### src/design/mcw4s2_pkg.sv
package mcw4s2_pkg;

   localparam int MAX_COLUMNS  = 1024;
   localparam int MAX_CHANNELS = 16;
   localparam int SAMPLE_BITS  = 16;
   localparam int MAX_ROWS     = 4096;

   localparam int COL_BITS       = $clog2(MAX_COLUMNS);
   localparam int CH_BITS        = 4;
   localparam int CH_ADDR_BITS   = (MAX_CHANNELS > 1) ? $clog2(MAX_CHANNELS) : 1;
   localparam int ROW_BITS       = 12;
   localparam int WIDTH_BITS     = 11;
   localparam int HEIGHT_BITS    = 13;
   localparam int CHANS_BITS     = 5;
   localparam int CSR_DATA_BITS  = 13;
   localparam int CSR_INDEX_BITS = 2;

   localparam int LINE_DEPTH     = MAX_COLUMNS * MAX_CHANNELS;
   localparam int LINE_ADDR_BITS = COL_BITS + CH_ADDR_BITS;
   localparam int LINE_BITS      = 3 * 16;
   localparam int WIN_BITS       = 16 * 16;
   localparam int TILE_ROW_BITS  = 4 * 16;

   localparam logic [CSR_INDEX_BITS-1:0] REG_IMAGE_WIDTH   = 2'd0;
   localparam logic [CSR_INDEX_BITS-1:0] REG_IMAGE_HEIGHT  = 2'd1;
   localparam logic [CSR_INDEX_BITS-1:0] REG_CHANNEL_COUNT = 2'd2;

   typedef struct packed {
      logic                      en;
      logic [LINE_ADDR_BITS-1:0] addr;
      logic [LINE_BITS-1:0]      data;
   } line_wr_type;

   typedef struct packed {
      logic                    en;
      logic [CH_ADDR_BITS-1:0] addr;
      logic [WIN_BITS-1:0]     data;
   } win_wr_type;

   function automatic logic [15:0] norm_sample(input logic [15:0] raw);
      logic signed [SAMPLE_BITS-1:0] v;
      v = raw[SAMPLE_BITS-1:0];
      return 16'(v);
   endfunction

endpackage

### src/design/mcw4s2_win_mem.sv
module mcw4s2_win_mem (
   input  logic                               clock,
   input  logic                               reset,
   input  logic                               rd_en,
   input  logic [mcw4s2_pkg::CH_ADDR_BITS-1:0] rd_addr,
   input  mcw4s2_pkg::win_wr_type             wr,
   output logic [mcw4s2_pkg::WIN_BITS-1:0]     rd_data
);
   import mcw4s2_pkg::*;

   // A window that has never been written reads as all zero.
   logic [WIN_BITS-1:0]     mem [MAX_CHANNELS];
   logic [MAX_CHANNELS-1:0] valid_ff;
   logic [WIN_BITS-1:0]     rd_data_ff;
   logic                    rd_valid_ff;

   always_ff @(posedge clock) begin
      if (reset) begin
         valid_ff    <= '0;
         rd_valid_ff <= 1'b0;
      end else begin
         if (wr.en) begin
            valid_ff[wr.addr] <= 1'b1;
         end
         if (rd_en) begin
            rd_valid_ff <= valid_ff[rd_addr];
         end
      end
   end

   always_ff @(posedge clock) begin
      if (wr.en) begin
         mem[wr.addr] <= wr.data;
      end
      if (rd_en) begin
         rd_data_ff <= mem[rd_addr];
      end
   end

   assign rd_data = rd_valid_ff ? rd_data_ff : '0;

endmodule
### config.mk
export PLATFORM = sky130hd
export DESIGN_NAME = mcw4s2_win_mem
export DESIGN_NICKNAME = d
export VERILOG_FILES = /design/src/design/mcw4s2_pkg.sv /design/src/design/mcw4s2_win_mem.sv
export SDC_FILE = /design/constraint.sdc
export NUM_CORES = 2
export LEC_CHECK = 0
export BUFFER_PORTS_ARGS = -buffer_cell sky130_fd_sc_hd__buf_2
export CORE_UTILIZATION = 55
export CTS_BUF_LIST = sky130_fd_sc_hd__clkbuf_8
export DETAILED_ROUTE_END_ITERATION = 10
export GPL_ROUTABILITY_DRIVEN = 0
export MAX_ROUTING_LAYER = met4
export PLACE_DENSITY_LB_ADDON = 0.3
export SLEW_MARGIN = 20
export SYNTH_ARGS = -nofsm -noshare
export SYNTH_HDL_FRONTEND = slang
export SYNTH_SLANG_ARGS = --single-unit
### constraint.sdc
create_clock -name clock -period 24 [get_ports clock]
set_input_delay 2.4 -clock clock [delete_from_list [all_inputs] [get_ports clock]]
set_output_delay 2.4 -clock clock [all_outputs]
set_load 0.02 [all_outputs]
# Word-level counts from Yosys, hierarchy flattened
# Memories as Yosys holds them, arrays and structs flattened. A register that Yosys moved wholly into a read port is not among the register bits.
# Cells that the tools add are included.
word_totals:
  regBits: 17
  latchBits: 0
  ram_bits: 4096
  mem_bits_ro: 0
  in_bits: 268
  output_inout_bits: 256
  word_cells: 15
  mem_count: 1
classes:
  n_addsub: 0
  multipliers: 0
  div: 0
  magnitude_cmp: 3
  n_eq_ne: 0
  n_shift: 0
  mux: 7
  bitwise: 1
  reduce_logical: 1
mem_list:
  columns: ["name", "words", "width", "read_ports", "rd_clocked_by_memory_dff", "wr", "line", "source"]
  rows:
  - ["mem", 16, 256, 1, 1, 1, "mcw4s2_win_mem.sv:12", "logic [WIN_BITS-1:0] mem [MAX_CHANNELS];"]
ops:
  columns: ["operator", "n"]
  rows:
  - ["$mux 256", 1]
  - ["$or 16x16->16", 1]
  - ["$lt 4x5->1 const B", 2]
  - ["$bmux 1 s4", 1]
  - ["$demux 1 s4", 1]
  - ["$ge 4x1->1 const B", 1]
  - ["$mux 1", 4]
  - ["$logic_and 1x1->1", 1]

# Logic depth before layout (Yosys ltp)
depth:
  word_depth: 5
  ltp_mapped: 9
  mapped_depth_nobuf: 4

# Worst setup path before layout
# Ideal clock, no wire load.
synth_timing:
  kind: "in2reg"
  startpoint: "input port wr[258] in the netlist's numbering"
  endpoint: "memory mem[0][0] in the netlist's numbering (enable)"
  setup_time_ns: 1.193
  arrival_ns: 20.183
  t_required_ns: 22.807
  setup_slack_ns: 2.625
  path_stages: 2
  n_path_buf: 0
  cell_sequence: "or3b_2 -> nor3_1"
synth_rtl:
  columns: ["element", "line", "source"]
  rows:
  - ["start, declared", "mcw4s2_win_mem.sv:6", "input mcw4s2_pkg::win_wr_type wr,"]
  - ["end, declared", "mcw4s2_win_mem.sv:12", null]
# No word-level cell before the write port.

# Worst setup path in the final report
layout_timing:
  startpoint: "register rd_valid_ff"
  endpoint: "output port rd_data[70] in the netlist's numbering"
layout_via:
  elab_chain_cells: 1
layout_lines:
  columns: ["element", "line", "source"]
  rows:
  - ["start, declared", "mcw4s2_win_mem.sv:15", "logic rd_valid_ff;"]
  - ["start signal, assigned", "mcw4s2_win_mem.sv:26", "rd_valid_ff <= valid_ff[rd_addr];"]
  - ["$mux 256", "mcw4s2_win_mem.sv:40", "assign rd_data = rd_valid_ff ? rd_data_ff : '0;"]
  - ["end, declared", "mcw4s2_win_mem.sv:7", "output logic [mcw4s2_pkg::WIN_BITS-1:0] rd_data"]
# No other way between the ends.

==> summary.txt <==
status - completed
DR iter-0 viols - 7,856
Startpoint Class - flip-flop
DP HPWL - 181,000 um
Fmax - 142 MHz
Setup TNS Final - 0 ns
post-CTS resize count - 0
final core utilization - 62.0%
share of the synthesized area in the top cell type - 79.7%
DR WL/cell - 30.3 um
Worst Clk Skew - 0.0582 ns
CTS Buf Count - 673
Crit path required time - 21.60 ns
critical path endpoint - rd_data[70]
Post-CTS Hold Buffers - 0
CP Depth - 4
slew of the pin with the lowest slew margin - 1.18 ns
DRC violations left - 0
core area - 297,000 um2
Initial Util - 55.2%
share of cells above drive strength 1 - 33.2%
Slowest-stage cell, CP - dfxtp_4
Vias per Instance - 6.16
R2R Path End - rd_data_ff[204]
launch point of the worst reg-to-reg path - mem[3][204]
CTS tree - yes
Leakage - 59.4 nW
initial antenna violation count - 116
number of fillers in the final layout - 19,800
leading area contributor after synthesis - edfxtp_1
cell family with most CP delay - buffers and inverters
vias in the first global route - 77,700
most frequent cell after synthesis - edfxtp_1
Crit path top cell by count - buf_4
syn avg cell area - 24.9 um2
Chip Width - 548 um
Hold Crit Class - flip-flop to flip-flop
grt total ovfl - 0
xor/xnor cell area share of the yosys netlist - 0%
worst hold start - valid_ff[0]
Synth Area in Adders - 0%
Compound-Gate Fraction of Synth Area - 0.656%
Post-Place Cells - 10,800
synthesized area - 164,000 um2
Cell Pwr Density - 81.9 nW/um2
relative slew slack - 21.6%
die height - 548 um
Hold Fails Final Rpt - 0
multi-input logic area - 31,400 um2
setup slack, reg-to-reg - 22.27 ns
minimum clock period - 7.04 ns
Synth Flop Type - edfxtp_1
Peak VDD IR - 59.3 uV
PortBufs - 523
CP Capture Type - output port
period utilization - 29.3%
I/O Pins - 524
crit-path max FO - 67
Critical Path Source - rd_valid_ff
global-route wire length before repair - 532,000 um
async set-reset flop share out of synthesis - 0%
Pre-antenna DRT Iters - 6
final net count - 7,838
Root Driver - clkbuf_8
critical path class - flip-flop to output port
largest net degree at the start of global routing - 156
synth top area cells - edfxtp_1, mux4_2, and2_1, mux2i_1, clkbuf_1
clock latency on the worst-skew pair - 1.18 ns
# rows - 200
# Post-CTS Setup Buffers - 0
Total Routed Length - 367,000 um
Post-Synthesis Cells - 6,572
Detail Route Antenna Nets - 0
sequential cell area - 131,000 um2
Synth Net Count - 6,840
fin cells - 12,100
flops & latches, synth - 4,369
total of max-cap violations - 0
DR vias - 74,700
CTS max path bufs - 4
CP Data Arrival Time - 4.64 ns
Critical Path Max Stage Delay - 0.86 ns
clk slew on worst S/H paths - 0.06 ns
CTS sink cnt - 4,369
EDFF count, synth - 4,352
Layout area overhead - 12.2%
GRT Util Overall - 25.4%
worst hold slack - 0.470 ns
total power - 15.1 mW
Simple-Gate Fraction of Synth Area - 1.45%
sequential area share after synthesis - 79.9%
yosys warns - 0
Pins Over Slew Limit - 0
mux contribution to synthesized area - 17.0%
RSZ-0062 raised after global routing - false
H-tree Lvls - 6
combinational family with the most area after synthesis - multiplexers
die area - 300,000 um2
cells along the critical path - buf_4, buf_4, and2_1, buf_2
synth unique cells - 25
Buf+Inv Stages, Crit Path - 3
Commonest cells post-synth - edfxtp_1, mux4_2, and2_1
depth of the worst register-to-register path - 4
final setup violation count - 0
[per-stage QoR]
stage | cell area (um2) | setup WS (ns)
floorplan | 164000 | 2.62
global placement | 171000 | 16.39
detailed placement | 171000 | 16.35
CTS | 184000 | 16.58
global route | 184000 | 16.71
finish | 184000 | 16.96
[area by class of cell]
cell class | count | share of cell area (%)
diodes | 89 | 0.121
repair buffers | 668 | 2.17
flip-flops and latches | 4369 | 71.3
clock buffers | 680 | 5.09
multi-input cells | 1857 | 17.1
well taps | 3939 | 2.68
inverters | 1 | 0.00204
clock inverters | 510 | 1.58
[tightest hold or removal path: cells and delay by family (launching register included)]
| family | cells | cell delay (ns) |
|---|---|---|
| flip-flops | 1 | 0.32 |
| AND/OR/NAND/NOR | 2 | 0.12 |
[registers in the layout, indices dropped and copies added (netlist names)]
register and count:
valid_ff 16, rd_data_ff 256, mem 4096, rd_valid_ff 1
[how the worst min path moves through the flow]
| stage | to | slack [ns] | depth (start not counted) |
|---|---|---|---|
| 3_3_place_gp | valid_ff[15] | 0.44 | 2 |
| 6_report | valid_ff[0] | 0.47 | 2 |
| 4_1_cts | valid_ff[0] | 0.47 | 2 |
| 2_1_floorplan | valid_ff[14] | 0.43 | 2 |
| 3_5_place_dp | valid_ff[0] | 0.46 | 2 |
| 5_1_grt | valid_ff[4] | 0.51 | 2 |
[cell usage in the layout (no fill, tap or decap), types with 2 or more instances in the layout]
cell        netlist  routed
a211oi_1         83      83
a21oi_1          84      84
and2_1          256     256
buf_12            0      19
buf_2            94     518
buf_4            36     127
buf_8             0       4
bufinv_16         0      15
clkbuf_8          0     680
clkinv_1          0     159
clkinv_2          0      45
clkinv_8          0      14
clkinvlp_4        0       7
dfxtp_1          17      16
diode_2           0      89
edfxtp_1       4352    4352
inv_1             1     234
inv_12            0      14
inv_6             0       6
inv_8             0      15
mux2i_1          87      87
mux4_2         1199    1199
nand2_1           2       2
nand2b_1          2       2
nand3_1           2       2
nand3b_1          3       3
nor2_1           46      34
nor2_4            0      12
nor2b_1          84      84
nor3_2            0       4
[cells by family after synthesis]
group / after synthesis
compound gates: 171
flops: 4369
buf+inv: 346
simple gates: 400
mux: 1286
[power breakdown]
group | internal (mW) | switching, mW
logic | 0.307 | 0.420
registers | 8.60 | 0.0491
clock network | 2.83 | 2.85
[metal layers]
layer	vias to the layer above	wire (um)	part of all wire (%)	GRT usage (%)
met5	-	0	0	-
met4	0	8040	2.2	6.74
met3	564	32500	8.9	5.19
met2	3255	182000	50	40.4
met1	40300	144000	39	33.8
li1	30500	-	-	-
Note: power is estimated with default switching activity, not from simulation.
